===== config.mk =====
export PLATFORM = sky130hd
export DESIGN_NAME = tcw_seq
export DESIGN_NICKNAME = d
export VERILOG_FILES = /design/src/hw/rtl/tcw_pkg.sv /design/src/hw/rtl/tcw_seq.sv
export SDC_FILE = /design/constraint.sdc
export NUM_CORES = 1
export LEC_CHECK = 0
export BUFFER_PORTS_ARGS = -buffer_cell sky130_fd_sc_hd__buf_2
export CORE_MARGIN = 2
export CORE_UTILIZATION = 45
export DETAILED_ROUTE_END_ITERATION = 8
export HOLD_SLACK_MARGIN = 0.1
export PLACE_DENSITY = 0.82
export SLEW_MARGIN = 25
export SYNTH_ARGS = -nofsm -noshare
export SYNTH_HDL_FRONTEND = slang
export SYNTH_SLANG_ARGS = --single-unit
export TNS_END_PERCENT = 20

===== constraint.sdc =====
create_clock -name clk -period 2.69 [get_ports clk]
set_input_delay 0.269 -clock clk [delete_from_list [all_inputs] [get_ports clk]]
set_output_delay 0.269 -clock clk [all_outputs]
set_load 0.005 [all_outputs]

===== src/hw/rtl/tcw_pkg.sv =====
// shared types, codes and control word layout of the text console writer
`timescale 1ns / 1ps
`default_nettype none

package tcw_pkg;

    // field widths of the stream items
    localparam int OP_W        = 2;
    localparam int CHAR_W      = 8;
    localparam int INDEX_W     = 11;
    localparam int CURSOR_W    = 11;
    localparam int COLOR_W     = 4;
    localparam int IN_TDATA_W  = 24;
    localparam int IN_TUSER_W  = 2;
    localparam int OUT_TDATA_W = 32;
    localparam int CFG_INDEX_W = 1;
    localparam int CFG_DATA_W  = 4;

    // micro program counter width
    localparam int UPC_W = 5;

    // operation codes
    localparam logic [OP_W-1:0] OP_PUT   = 2'd0;
    localparam logic [OP_W-1:0] OP_CLEAR = 2'd1;
    localparam logic [OP_W-1:0] OP_READ  = 2'd2;
    localparam logic [OP_W-1:0] OP_NONE  = 2'd3;

    // control characters
    localparam logic [CHAR_W-1:0] CH_NUL       = 8'h00;
    localparam logic [CHAR_W-1:0] CH_BACKSPACE = 8'h08;
    localparam logic [CHAR_W-1:0] CH_TAB       = 8'h09;
    localparam logic [CHAR_W-1:0] CH_NEWLINE   = 8'h0A;

    // configuration register indexes and reset values
    localparam logic [CFG_INDEX_W-1:0] CFG_FORE = 1'b0;
    localparam logic [CFG_INDEX_W-1:0] CFG_BACK = 1'b1;
    localparam logic [COLOR_W-1:0]     FORE_RESET = 4'hF;
    localparam logic [COLOR_W-1:0]     BACK_RESET = 4'h0;

    typedef enum logic [3:0] {
        C_NEVER,
        C_ALWAYS,
        C_CUR_ZERO,
        C_COL_ZERO,
        C_GLYPH_ZERO,
        C_CUR_OVER,
        C_PTR_LAST,
        C_PTR_MOVE_LAST,
        C_PTR_TAB_LAST
    } cond_t;

    typedef enum logic [2:0] {
        CUR_HOLD,
        CUR_INC,
        CUR_DEC,
        CUR_ZERO,
        CUR_NEXTROW,
        CUR_LASTROW
    } cur_op_t;

    typedef enum logic [1:0] {
        PTR_HOLD,
        PTR_ZERO,
        PTR_INC
    } ptr_op_t;

    typedef enum logic [1:0] {
        A_CUR,
        A_PTR,
        A_PTR_ROW,
        A_RIDX
    } asel_t;

    typedef enum logic [1:0] {
        W_ZERO,
        W_CHAR,
        W_MOVE
    } wsel_t;

    typedef struct packed {
        logic [UPC_W-1:0] target;
        cond_t            cond;
        logic             cond_neg;
        cur_op_t          cur_op;
        ptr_op_t          ptr_op;
        asel_t            asel;
        logic             wr_glyph;
        logic             wr_color;
        wsel_t            wsel;
        logic             set_scroll;
        logic             capture;
        logic             emit;
        logic             dispatch;
    } ucode_t;

    typedef struct packed {
        logic cur_zero;
        logic col_zero;
        logic glyph_zero;
        logic cur_over;
        logic ptr_last;
        logic ptr_move_last;
        logic ptr_tab_last;
    } flags_t;

    typedef struct packed {
        ucode_t cw;
        logic   step;
        logic   take;
    } seq_ctrl_t;

    typedef struct packed {
        logic [CURSOR_W-1:0] cursor;
        logic [CHAR_W-1:0]   cell_char;
        logic [COLOR_W-1:0]  cell_fore;
        logic [COLOR_W-1:0]  cell_back;
        logic                scrolled;
    } result_t;

endpackage

`default_nettype wire


===== src/hw/rtl/tcw_seq.sv =====
// microcode sequencer: program rom, step counter, dispatch and conditional jumps
`timescale 1ns / 1ps
`default_nettype none

module tcw_seq (
    input  logic                        clk,
    input  logic                        rst_n,
    input  logic                        in_valid,
    input  logic [tcw_pkg::OP_W-1:0]    in_op,
    input  logic [tcw_pkg::CHAR_W-1:0]  in_char,
    input  tcw_pkg::flags_t             flags,
    input  logic                        out_busy,
    output tcw_pkg::seq_ctrl_t          ctrl
);

    import tcw_pkg::*;

    // program labels
    localparam logic [UPC_W-1:0] L_RST0  = 5'd0;
    localparam logic [UPC_W-1:0] L_RST1  = 5'd1;
    localparam logic [UPC_W-1:0] L_IDLE  = 5'd2;
    localparam logic [UPC_W-1:0] L_FIN   = 5'd3;
    localparam logic [UPC_W-1:0] L_CLR0  = 5'd4;
    localparam logic [UPC_W-1:0] L_CLR1  = 5'd5;
    localparam logic [UPC_W-1:0] L_RD0   = 5'd6;
    localparam logic [UPC_W-1:0] L_RD1   = 5'd7;
    localparam logic [UPC_W-1:0] L_BS0   = 5'd8;
    localparam logic [UPC_W-1:0] L_BS1   = 5'd9;
    localparam logic [UPC_W-1:0] L_BS2   = 5'd10;
    localparam logic [UPC_W-1:0] L_BS3   = 5'd11;
    localparam logic [UPC_W-1:0] L_BS4   = 5'd12;
    localparam logic [UPC_W-1:0] L_BSCLR = 5'd13;
    localparam logic [UPC_W-1:0] L_TAB   = 5'd14;
    localparam logic [UPC_W-1:0] L_CHK   = 5'd15;
    localparam logic [UPC_W-1:0] L_SC0   = 5'd16;
    localparam logic [UPC_W-1:0] L_SC1   = 5'd17;
    localparam logic [UPC_W-1:0] L_SC2   = 5'd18;
    localparam logic [UPC_W-1:0] L_SC3   = 5'd19;
    localparam logic [UPC_W-1:0] L_NL    = 5'd20;
    localparam logic [UPC_W-1:0] L_CHR   = 5'd21;

    function automatic ucode_t rom(input logic [UPC_W-1:0] addr);
        ucode_t w;
        w = '0;
        w.cond   = C_NEVER;
        w.cur_op = CUR_HOLD;
        w.ptr_op = PTR_HOLD;
        w.asel   = A_CUR;
        w.wsel   = W_ZERO;
        unique case (addr)
            // clearing pass after reset
            L_RST0:
            begin
                w.asel = A_PTR; w.wr_glyph = 1'b1; w.wr_color = 1'b1;
                w.ptr_op = PTR_INC;
                w.cond = C_PTR_LAST; w.cond_neg = 1'b1; w.target = L_RST0;
            end
            L_RST1:
            begin
                w.ptr_op = PTR_ZERO; w.cond = C_ALWAYS; w.target = L_IDLE;
            end
            L_IDLE:
            begin
                w.ptr_op = PTR_ZERO; w.dispatch = 1'b1;
            end
            L_FIN:
            begin
                w.emit = 1'b1; w.cond = C_ALWAYS; w.target = L_IDLE;
            end
            L_CLR0:
            begin
                w.asel = A_PTR; w.wr_glyph = 1'b1; w.wr_color = 1'b1;
                w.ptr_op = PTR_INC; w.cur_op = CUR_ZERO;
                w.cond = C_PTR_LAST; w.cond_neg = 1'b1; w.target = L_CLR0;
            end
            L_CLR1:
            begin
                w.cond = C_ALWAYS; w.target = L_FIN;
            end
            L_RD0:
            begin
                w.asel = A_RIDX;
            end
            L_RD1:
            begin
                w.capture = 1'b1; w.cond = C_ALWAYS; w.target = L_FIN;
            end
            L_BS0:
            begin
                w.cond = C_CUR_ZERO; w.target = L_FIN;
            end
            L_BS1:
            begin
                // mid-line: one step back, otherwise start the backward search
                w.cur_op = CUR_DEC;
                w.cond = C_COL_ZERO; w.cond_neg = 1'b1; w.target = L_BSCLR;
            end
            L_BS2:
            begin
                w.asel = A_CUR; w.cond = C_CUR_ZERO; w.target = L_BSCLR;
            end
            L_BS3:
            begin
                w.cond = C_GLYPH_ZERO; w.cond_neg = 1'b1; w.target = L_BSCLR;
            end
            L_BS4:
            begin
                w.cur_op = CUR_DEC; w.cond = C_ALWAYS; w.target = L_BS2;
            end
            L_BSCLR:
            begin
                w.asel = A_CUR; w.wr_glyph = 1'b1; w.wsel = W_ZERO;
                w.cond = C_ALWAYS; w.target = L_FIN;
            end
            L_TAB:
            begin
                w.cur_op = CUR_INC; w.ptr_op = PTR_INC;
                w.cond = C_PTR_TAB_LAST; w.cond_neg = 1'b1; w.target = L_TAB;
            end
            L_CHK:
            begin
                w.ptr_op = PTR_ZERO;
                w.cond = C_CUR_OVER; w.cond_neg = 1'b1; w.target = L_FIN;
            end
            L_SC0:
            begin
                w.asel = A_PTR_ROW; w.set_scroll = 1'b1;
            end
            L_SC1:
            begin
                w.asel = A_PTR; w.wr_glyph = 1'b1; w.wr_color = 1'b1;
                w.wsel = W_MOVE; w.ptr_op = PTR_INC;
                w.cond = C_PTR_MOVE_LAST; w.cond_neg = 1'b1; w.target = L_SC0;
            end
            L_SC2:
            begin
                w.asel = A_PTR; w.wr_glyph = 1'b1; w.wr_color = 1'b1;
                w.wsel = W_ZERO; w.ptr_op = PTR_INC;
                w.cond = C_PTR_LAST; w.cond_neg = 1'b1; w.target = L_SC2;
            end
            L_SC3:
            begin
                w.cur_op = CUR_LASTROW; w.cond = C_ALWAYS; w.target = L_FIN;
            end
            L_NL:
            begin
                w.cur_op = CUR_NEXTROW; w.cond = C_ALWAYS; w.target = L_CHK;
            end
            L_CHR:
            begin
                w.asel = A_CUR; w.wr_glyph = 1'b1; w.wr_color = 1'b1;
                w.wsel = W_CHAR; w.cur_op = CUR_INC;
                w.cond = C_ALWAYS; w.target = L_CHK;
            end
            default:
            begin
                w.cond = C_ALWAYS; w.target = L_IDLE;
            end
        endcase
        return w;
    endfunction

    logic [UPC_W-1:0] upc_reg;
    logic [UPC_W-1:0] upc_next;
    logic [UPC_W-1:0] entry;
    ucode_t           cw;
    logic             cond_raw;
    logic             stall;

    assign cw    = rom(upc_reg);
    assign stall = cw.emit && out_busy;

    // entry point of the program for the incoming request
    always_comb
    begin
        entry = L_FIN;
        unique case (in_op)
            OP_PUT:
            begin
                priority if (in_char == CH_NUL)       entry = L_FIN;
                else if (in_char == CH_BACKSPACE)     entry = L_BS0;
                else if (in_char == CH_TAB)           entry = L_TAB;
                else if (in_char == CH_NEWLINE)       entry = L_NL;
                else                                  entry = L_CHR;
            end
            OP_CLEAR: entry = L_CLR0;
            OP_READ:  entry = L_RD0;
            OP_NONE:  entry = L_FIN;
        endcase
    end

    always_comb
    begin
        unique case (cw.cond)
            C_NEVER:         cond_raw = 1'b0;
            C_ALWAYS:        cond_raw = 1'b1;
            C_CUR_ZERO:      cond_raw = flags.cur_zero;
            C_COL_ZERO:      cond_raw = flags.col_zero;
            C_GLYPH_ZERO:    cond_raw = flags.glyph_zero;
            C_CUR_OVER:      cond_raw = flags.cur_over;
            C_PTR_LAST:      cond_raw = flags.ptr_last;
            C_PTR_MOVE_LAST: cond_raw = flags.ptr_move_last;
            C_PTR_TAB_LAST:  cond_raw = flags.ptr_tab_last;
            default:         cond_raw = 1'b0;
        endcase
    end

    always_comb
    begin
        upc_next = upc_reg;
        if (cw.dispatch)
        begin
            if (in_valid)
                upc_next = entry;
        end
        else if (!stall)
        begin
            if (cond_raw ^ cw.cond_neg)
                upc_next = cw.target;
            else
                upc_next = upc_reg + 1'b1;
        end
    end

    always_ff @(posedge clk or negedge rst_n)
    begin
        if (!rst_n)
            upc_reg <= L_RST0;
        else
            upc_reg <= upc_next;
    end

    assign ctrl.cw   = cw;
    assign ctrl.step = !stall;
    assign ctrl.take = cw.dispatch && in_valid;

endmodule

`default_nettype wire


==> results.yml, run 1 <==
outcome:
  status: "complete, but fails checks"
  violations: "setup timing"
global_routing:
  grt_antenna_before_repair: 0
  grt_pass1_vias: 1536
  track_usage_pct: 26.22
  grt-ovfl-total: 0
  grt_start_max_net_pins: 24
  grt_pass1_wl_um: 6858
clock_network:
  cts_max_path_buffers: 2
  clockRootBuffer: "clkbuf_4"
  htreeDepth: 1
  clock_latency_ns: 0.24
  cts_buffers: 3
  cts.sinks: 5
  path_clk_slew_ns: 0.04
  cts_tree: "done"
logic_synthesis:
  synth_area_per_cell_um2: 6.861
  ys_top_cells_by_area: "dfrtp_1 9.9%, ha_1 7.9%, nand2_1 7.4%"
  ys.flop_type: "dfrtp_1"
  syn-num-nets: 213
  synth-seq-cells: 5
  synth_area_mm2: 0.001262
  ys_seq_area_share_pct: 9.911
  ys.warnings.count: 0
  ys_async_sr_fraction_pct: 100.0
  ys_types: 53
  yosysTopAreaCell: "dfrtp_1"
  synth-edff-count: 0
  synth_top_area_share_pct: 9.911
  synth_cells: 184
critical_path:
  arrival_ns: 2.85
  path_delay_family: "compound AO/OA/AOI/OAI gates"
  crit_chain: "buf_4 -> ha_4 -> or2_4 -> buf_4 -> a21oi_1 -> o211ai_1 -> o21ai_0 -> nand2_1 -> o22ai_4 -> mux2i_1 -> nand2_1"
  startpoint_type: "flip-flop"
  critical_path_required_ns: 2.80
  cp-end-kind: "flip-flop"
  regToRegSetupSlack_ns: -0.05
  crit_slowest_cell: "dfrtp_2"
  cp_num_buf_inv: 2
  slowest_delay_ns: 0.44
  worstSetupPathType: "flip-flop to flip-flop"
  path_max_fanout: 8
routing:
  vias: 1752
  drc: 0
  firstDrtPassIters: 5
  routed_wirelength_um: 4941
  viasPerCell: 6.147
  initialDrtViolationCount: 121
  drtAntennaViolNets: 0
  wl_per_cell_um: 17.34
timing:
  grt_setup_unrepaired: "true"
  hold_violations: 0
  fin_skew_ns: 0.002935
  period_share_pct: 101.9
  setup_viol: 1
  post-route-worst-setup-slack_ns: -0.05153
  setup_tns_ns: -0.05153
  report.final.slew_viol_count: 0
  worstMarginPinSlew_ns: 0.5111
  maxClockFrequency_ghz: 0.3648
  period_minus_slack_ns: 2.742
  maxSlewHeadroom_pct: 65.67
layout:
  final_util_pct: 71.10
  syn_to_final_growth_pct: 52.63
  drive_above_1_share_pct: 47.24
  fin_cells: 285
  num-fill-cells: 208
  largest_reg_flops: 5
  final_cell_area_mm2: 0.001927
  finalNetCount: 284
  diodes: 0
floorplanning:
  core_mm2: 0.002710
  die_h_um: 56.97
  start_util_pct: 46.58
  die_area_mm2: 0.003245
  rows: 19
  fp.dieW_um: 56.97
  io_pins: 48
flow_run:
  maxCapViolations: 0
place:
  dpl_cell_area_mm2: 0.001655
  gp_congestion: 0.9369
  dp_hpwl_um: 3352
  io_buffers: 47
  dp_cells: 272
pwr:
  p_per_area_mw_per_mm2: 1718
  vdd.ir_drop.worst_mv: 1.185
  p_leak_nw: 0.9055
  pwr-share-comb_pct: 91.8
  internal-power_mw: 1.633
  clockPowerShare_pct: 2.6
  power_frac_seq_pct: 5.5
  p_sw_mw: 1.678
  power.share.switching_pct: 50.68
  total_power_mw: 3.310
hold_path:
  hold_path_class: "primary input to flip-flop"
-- layout make-up --
type	instances	area (µm²)	area share [%]
Multi-Input combinational cell	154	1170	60.71
Clock buffer	4	26.28	1.364
Sequential cell	5	128.9	6.688
Timing Repair Buffer	80	521.8	27.08
Tap cell	31	38.79	2.013
Inverter	11	41.29	2.143
-- path summary, 6_finish.rpt --
kind,from,end,depth (start not counted)
min in group asynchronous,rst_n,upc_reg[1],2
min,in_char[3],upc_reg[3],3
min reg2reg,upc_reg[4],upc_reg[4],2
max,upc_reg[1],upc_reg[3],11
max in group asynchronous,rst_n,upc_reg[4],2
max reg2reg,upc_reg[1],upc_reg[3],11
-- per-layer routing --
metal	share of wire [%]	track usage, %
met5	0	0
met4	3.4	12.96
met3	7.0	2.948
met2	51	43.35
met1	39	33.89
-- layout by cell type (no fill, tap or decap), types with 3 or more instances in the layout --
cell / instances
o21ai_0: 8
inv_1: 9
a21oi_1: 14
buf_2: 47
o22ai_1: 4
a21oi_2: 3
clkbuf_4: 3
nand3_1: 5
nand2b_1: 5
nand2_1: 25
dfrtp_2: 3
a31oi_1: 3
and3_1: 3
ha_4: 5
buf_4: 27
ha_1: 3
nor2_1: 16
nor3_1: 5
o211ai_1: 4
buf_6: 3
-- stage by stage --
step / worst slack (ns) / hold slack [ns]
finish: -0.05153 / 0.3390
global route: -0.1380 / 0.3620
CTS: 0.02150 / 0.3326
detailed placement: -0.04170 / 0.08443
global placement: 0.09828 / 0.08444
floorplan: 0.04330 / -0.02659
-- power groups by stage --
stage                     clock, mW  combinational [mW]  sequential [mW]
final                        0.0864                3.04            0.184
after CTS                    0.0887                2.35            0.167
after floorplan                   0                1.61            0.140
after global placement            0                2.27            0.163
after global routing         0.0918                3.25            0.188
after detailed placement          0                2.30            0.168
-- synth_stat cells, types with 3 or more instances --
master,n
nand2_1,25
nor2_1,17
a21oi_1,16
inv_1,11
o21ai_0,9
ha_1,8
nand3_1,6
nor3_1,6
clkbuf_1,5
dfrtp_1,5
nand2b_1,5
and3_1,4
o211ai_1,4
o22ai_1,4
a31oi_1,3
buf_2,3
buf_4,3
buf_6,3
-- worst register-to-register path, stage by stage, from the launching register on --
cell and delay (ns):
dfrtp_2 0.44, buf_4 0.16, ha_4 0.18, or2_4 0.25
buf_4 0.15, a21oi_1 0.27, o211ai_1 0.14, o21ai_0 0.21
nand2_1 0.15, o22ai_4 0.26, mux2i_1 0.29, nand2_1 0.10
-- timing repair --
action | 4_1_cts | 5_1_grt
hold endpoints to repair | 5 | 0
setup endpoints to repair | 2 | 4
pin swaps | 3 | 11
cloned | 0 | 0
resized for setup | 2 | 32
hold buffers | 1 | 0
buffers inserted | 1 | 7
-- kinds of logic after synthesis --
family                   count (synthesis)  share of synthesized area, %
buffers and inverters                   25                         10.41
multiplexers                             2                         1.586
AND/OR/NAND/NOR                         77                         30.03
flip-flops                               5                         9.911
adder cells (fa/ha/maj)                  8                         7.929
XOR/XNOR                                 3                         2.082
AO/OA/AOI/OAI                           64                         38.06
(Power assumes the default switching activity.)
==> run 2: changes to the inputs <==
--- a/config.mk
+++ b/config.mk
@@ -5,12 +5,14 @@
 export SDC_FILE = /design/constraint.sdc
 export NUM_CORES = 1
 export LEC_CHECK = 0
+export ABC_AREA = 1
 export BUFFER_PORTS_ARGS = -buffer_cell sky130_fd_sc_hd__buf_2
 export CORE_MARGIN = 2
 export CORE_UTILIZATION = 45
 export DETAILED_ROUTE_END_ITERATION = 8
 export HOLD_SLACK_MARGIN = 0.1
 export PLACE_DENSITY = 0.82
+export SETUP_SLACK_MARGIN = 0.15
 export SLEW_MARGIN = 25
 export SYNTH_ARGS = -nofsm -noshare
 export SYNTH_HDL_FRONTEND = slang
==> results.yml, run 2 <==
routing:
  vias: 1599
  drtAntennaViolNets: 0
  drc: 0
  routed_wirelength_um: 3527
  initialDrtViolationCount: 102
  firstDrtPassIters: 4
  wl_per_cell_um: 11.49
  viasPerCell: 5.208
timing:
  report.final.slew_viol_count: 0
  worstMarginPinSlew_ns: 0.4611
  hold_violations: 0
  fin_skew_ns: 0.001788
  maxClockFrequency_ghz: 0.4274
  period_share_pct: 86.97
  period_minus_slack_ns: 2.340
  setup_viol: 0
  setup_tns_ns: 0
  grt_setup_unrepaired: "true"
  maxSlewHeadroom_pct: 68.98
clock_network:
  path_clk_slew_ns: 0.05
  clock_latency_ns: 0.25
  cts_max_path_buffers: 2
  clockRootBuffer: "clkbuf_4"
  cts_buffers: 3
  htreeDepth: 1
  cts_tree: "done"
  cts_setup_buffers: 0
  cts.sinks: 5
place:
  gp_congestion: 0.8991
  dp_hpwl_um: 2977
  io_buffers: 47
critical_path:
  cp_num_buf_inv: 5
  rr_startpoint: "upc_reg[0]"
  r2r_cells: 14
  rr_endpoint: "upc_reg[1]"
  crit_slowest_cell: "dfrtp_1"
  slowest_delay_ns: 0.43
  worstSetupPathType: "flip-flop to output port"
  cp-end-kind: "output port"
  path_delay_family: "buffers and inverters"
  startpoint_type: "flip-flop"
  path_depth: 11
  arrival_ns: 2.07
  worst_path_most_repeated_cell: "inv_1"
  crit_chain: "ha_1 -> inv_1 -> nor2_1 -> ha_1 -> inv_1 -> nand2_1 -> inv_2 -> nand2_2 -> nor2_2 -> inv_1 -> buf_2"
  regToRegSetupSlack_ns: 0.35
  crit_end: "ctrl[17]"
  critical_path_required_ns: 2.42
  path_max_fanout: 6
  crit_start: "upc_reg[0]"
logic_synthesis:
  ys.warnings.count: 0
  synth_compound_area_share_pct: 9.477
  synth-edff-count: 0
  synth_common_cells: "46 x nand2_1, 37 x nand3_1, 36 x nor2_1, 31 x inv_1, 11 x nand2_2"
  synth.area.mux_share_pct: 0
  synth_top_family_by_area: "simple AND/OR/NAND/NOR gates"
  synth_cells: 227
  synth_xor_area_share_pct: 1.382
  synth_area_mm2: 0.001267
  syn-num-nets: 256
  yosysTopAreaCell: "nand3_1"
  ys_top_cells_by_area: "nand3_1 15%, nand2_1 14%, nor2_1 11%"
  synth_area_per_cell_um2: 5.584
  ys_seq_area_share_pct: 9.872
  synth_top_area_share_pct: 14.61
  ys_types: 30
  synth-simple-area-share_pct: 57.85
  synth.most_common_cell: "nand2_1"
  ys_async_sr_fraction_pct: 100.0
  synth-seq-cells: 5
  ys.flop_type: "dfrtp_1"
  synth-adder-area-share_pct: 7.897
floorplanning:
  core_mm2: 0.002710
  start_util_pct: 46.77
  io_pins: 48
  die_h_um: 57.07
  rows: 19
  fp.dieW_um: 57.07
  die_area_mm2: 0.003257
layout:
  final_util_pct: 57.53
  final_common_cell: "buf_2"
  drive_above_1_share_pct: 31.52
  largest_reg_flops: 5
  syn_to_final_growth_pct: 23.00
  diodes: 0
  finalNetCount: 306
  layout_common_cells: "47 x buf_2, 44 x nand2_1, 37 x nand3_1"
global_routing:
  grt_pass1_vias: 1382
  grtUsageMet3_pct: 2.041
  grt_start_max_net_pins: 12
  grt.met1_usage_pct: 28.17
  grt_util_met2_pct: 37.60
  grt_busiest_layer: "met2"
  track_usage_pct: 21.68
  grt-ovfl-total: 0
  grt_antenna_before_repair: 0
  grt_pass1_wl_um: 5802
pwr:
  vdd.ir_drop.worst_mv: 0.8071
  power.share.switching_pct: 58.75
  pwr-share-comb_pct: 86.8
  p_leak_nw: 1.018
  internal-power_mw: 0.8334
  p_sw_mw: 1.187
  clockPowerShare_pct: 4.4
  p_per_area_mw_per_mm2: 1296
  power_frac_seq_pct: 8.8
outcome:
  status: "complete, no violations"
flow_run:
  maxCapViolations: 0
hold_path:
  hold_path_class: "primary input to async pin"
==> run 2: per-stage QoR <==
stage / power (mW) / area [µm²] / cells / hold slack, ns / worst slack, ns
CTS: 1.985 / 1551 / 307 / 0.3611 / 0.3358
global placement: 1.869 / 1515 / 302 / 0.08881 / 0.4429
global route: 2.266 / 1559 / 307 / 0.3600 / 0.1322
detailed placement: 1.889 / 1515 / 302 / 0.08735 / 0.3434
finish: 2.021 / 1559 / 307 / 0.3646 / 0.3505
floorplan: 1.438 / 1267 / 227 / -0.02659 / 0.6217
==> run 2: final cells by class <==
class | instances | area (µm²)
Fill cell | 295 | 1151
Sequential cell | 5 | 125.1
Inverter | 38 | 145.1
Tap cell | 31 | 38.79
Timing Repair Buffer | 48 | 245.2
Clock buffer | 4 | 26.28
Multi-Input combinational cell | 181 | 978.4
==> run 2: logic make-up after synthesis <==
group,after synthesis
and+or+nand+nor,151
buffers and inverters,41
AOI/OAI and AO/OA,20
adders and majority gates,8
DFF,5
xor gates and xnor gates,2
==> run 2: timing repair <==
action | in CTS | in global routing
hold buffers | 1 | 0
gates resized for setup | 0 | 3
endpoints found under the setup margin | 0 | 5
endpoints found under the hold margin | 5 | 0
==> run 2: per-layer routing <==
metal,vias to the layer above,routed length [µm]
li1,822,-
met1,702,1515
met2,69,1720
met3,6,250
met4,0,40
met5,-,0
==> run 2: worst min path at each step <==
stage / to / depth (start not counted)
final: upc_reg[0] / 2
after global routing: upc_reg[0] / 2
after CTS: upc_reg[0] / 2
after detailed placement: upc_reg[1] / 1
after global placement: upc_reg[3] / 1
after floorplan: upc_reg[0] / 0
==> run 2: power groups by stage <==
stage          clock network, mW  registers, mW  logic (mW)
5_1_grt                   0.0986          0.183        1.98
2_1_floorplan                  0          0.139        1.30
6_report                  0.0896          0.178        1.75
3_5_place_dp                   0          0.176        1.71
3_3_place_gp                   0          0.174        1.70
4_1_cts                   0.0901          0.175        1.72
==> run 2: worst register-to-register path, cell delays in order, from the launching register on <==
cell	delay [ns]
dfrtp_1	0.43
ha_1	0.28
inv_1	0.09
nor2_1	0.05
ha_1	0.17
inv_1	0.13
nand2_1	0.12
inv_2	0.09
nand3_1	0.08
o21ai_1	0.26
nand4_2	0.20
nand3_1	0.12
nand3_1	0.08
nand2_1	0.08
nand2_1	0.05
==> run 3: changes to the inputs <==
--- a/config.mk
+++ b/config.mk
@@ -12,6 +12,7 @@
 export DETAILED_ROUTE_END_ITERATION = 8
 export HOLD_SLACK_MARGIN = 0.1
 export PLACE_DENSITY = 0.82
+export RECOVER_POWER = 100
 export SETUP_SLACK_MARGIN = 0.15
 export SLEW_MARGIN = 25
 export SYNTH_ARGS = -nofsm -noshare
==> results.yml, run 3 (synthesis gave the netlist of run 2 again) <==
layout:
  fin_cells: 307
  largest_reg_flops: 5
  diodes: 0
  num-fill-cells: 303
  layout_common_cells: "46 x nand2_1, 38 x buf_2, 37 x nor2_1, 37 x nand3_1, 33 x inv_1"
  syn_to_final_growth_pct: 21.32
  final_cell_area_mm2: 0.001538
  final_common_cell: "nand2_1"
  final_util_pct: 56.74
  drive_above_1_share_pct: 26.81
  finalNetCount: 306
clock_network:
  cts_setup_buffers: 0
  cts_buffers: 3
  clock_latency_ns: 0.25
  path_clk_slew_ns: 0.05
  htreeDepth: 1
  clockRootBuffer: "clkbuf_4"
  cts_max_path_buffers: 2
  cts.sinks: 5
  cts_tree: "done"
routing:
  viasPerCell: 5.228
  drtAntennaViolNets: 0
  drc: 0
  wl_per_cell_um: 11.48
  initialDrtViolationCount: 115
  firstDrtPassIters: 5
  vias: 1605
  routed_wirelength_um: 3523
floorplanning:
  die_area_mm2: 0.003257
  io_pins: 48
  rows: 19
  die_h_um: 57.07
  core_mm2: 0.002710
  start_util_pct: 46.77
  fp.dieW_um: 57.07
critical_path:
  critical_path_required_ns: 2.88
  crit_chain: "inv_1 -> ha_1 -> nand2_1 -> a21oi_1 -> nor2_1 -> nand3_1 -> nand2_1 -> nand2_1 -> nor2_1 -> nor2_2 -> nand3_1 -> nand3_1 -> nand2_1 -> inv_1"
  startpoint_type: "flip-flop"
  worst_path_most_repeated_cell: "nand2_1"
  arrival_ns: 2.59
  path_max_fanout: 5
  cp-end-kind: "flip-flop"
  slowest_delay_ns: 0.42
  crit_slowest_cell: "dfrtp_1"
  worstSetupPathType: "flip-flop to flip-flop"
place:
  dp_cells: 302
  dpl_cell_area_mm2: 0.001515
  gp_congestion: 0.8991
  io_buffers: 47
  dp_hpwl_um: 2977
global_routing:
  grt_start_max_net_pins: 12
  grt-ovfl-total: 0
  grt_pass1_wl_um: 5802
  track_usage_pct: 21.68
  grt_pass1_vias: 1382
  grt_antenna_before_repair: 0
pwr:
  p_leak_nw: 0.9998
  total_power_mw: 1.995
  vdd.ir_drop.worst_mv: 0.7939
  p_per_area_mw_per_mm2: 1297
timing:
  period_share_pct: 89.44
  setup_viol: 0
  setup_tns_ns: 0
  maxSlewHeadroom_pct: 68.82
  report.final.slew_viol_count: 0
  maxClockFrequency_ghz: 0.4156
  grt_setup_unrepaired: "true"
  fin_skew_ns: 0.001923
  hold_violations: 0
  worstMarginPinSlew_ns: 0.4634
  period_minus_slack_ns: 2.406
hold_path:
  hold_path_class: "primary input to flip-flop"
flow_run:
  maxCapViolations: 0
outcome:
  status: "complete, no violations"
==> run 3: changes by cell type in the layout (fill, tap and decap cells not counted), sizes merged <==
cell	delta
clkbuf	+9
buf	-9
==> run 3: path summary, 6_finish.rpt <==
path,startpoint,endpoint,slack [ns],cells after the start
max in group asynchronous,rst_n,upc_reg[2],2.08,2
min in group asynchronous,rst_n,upc_reg[0],0.40,2
worst max-delay path,upc_reg[1],upc_reg[3],0.28,14
worst min register to register,upc_reg[1],upc_reg[1],0.58,2
worst min-delay path,in_char[0],upc_reg[4],0.37,4
worst max register to register,upc_reg[1],upc_reg[3],0.28,14
==> run 3: power by group <==
group          switching [mW]  internal (mW)
Combinational            1.08          0.646
Sequential             0.0608          0.114
Clock                  0.0333         0.0562
==> run 3: metal layers <==
metal | global-route usage, % | vias to the layer above | routed length, µm
li1 | - | 822 | -
met4 | 7.309 | 0 | 29
met5 | 0 | - | 0
met1 | 28.17 | 705 | 1501
met2 | 37.60 | 74 | 1743
met3 | 2.041 | 4 | 248
==> run 3: critical path, delay by kind of cell (launching register included) <==
kind                       cells  cell delay (ns)
and+or+nand+nor               10             1.20
DFF                            1             0.42
AOI/OAI and AO/OA              1             0.35
adders and majority gates      1             0.22
buffers and inverters          2             0.15
==> run 3: timing repair <==
item,CTS,global route
hold buffers,1,0
endpoints found under the hold margin,5,0
setup endpoints to repair,0,5
resized for setup,0,3
==> run 3: layout make-up <==
cell class                 instances  area, µm²  area share, %
multi-input combinational        181      964.7          62.73
tap                               31      38.79          2.522
clock buffer                       4      26.28          1.709
timing repair buffer              48      237.7          15.46
inverter                          38      145.1          9.439
sequential                         5      125.1          8.137
==> run 3: per-stage QoR <==
step | hold WS (ns) | setup WS, ns
global route | 0.4090 | 0.07631
floorplan | -0.02659 | 0.6217
CTS | 0.3611 | 0.3358
detailed placement | 0.08735 | 0.3434
global placement | 0.08881 | 0.4429
finish | 0.3716 | 0.2839
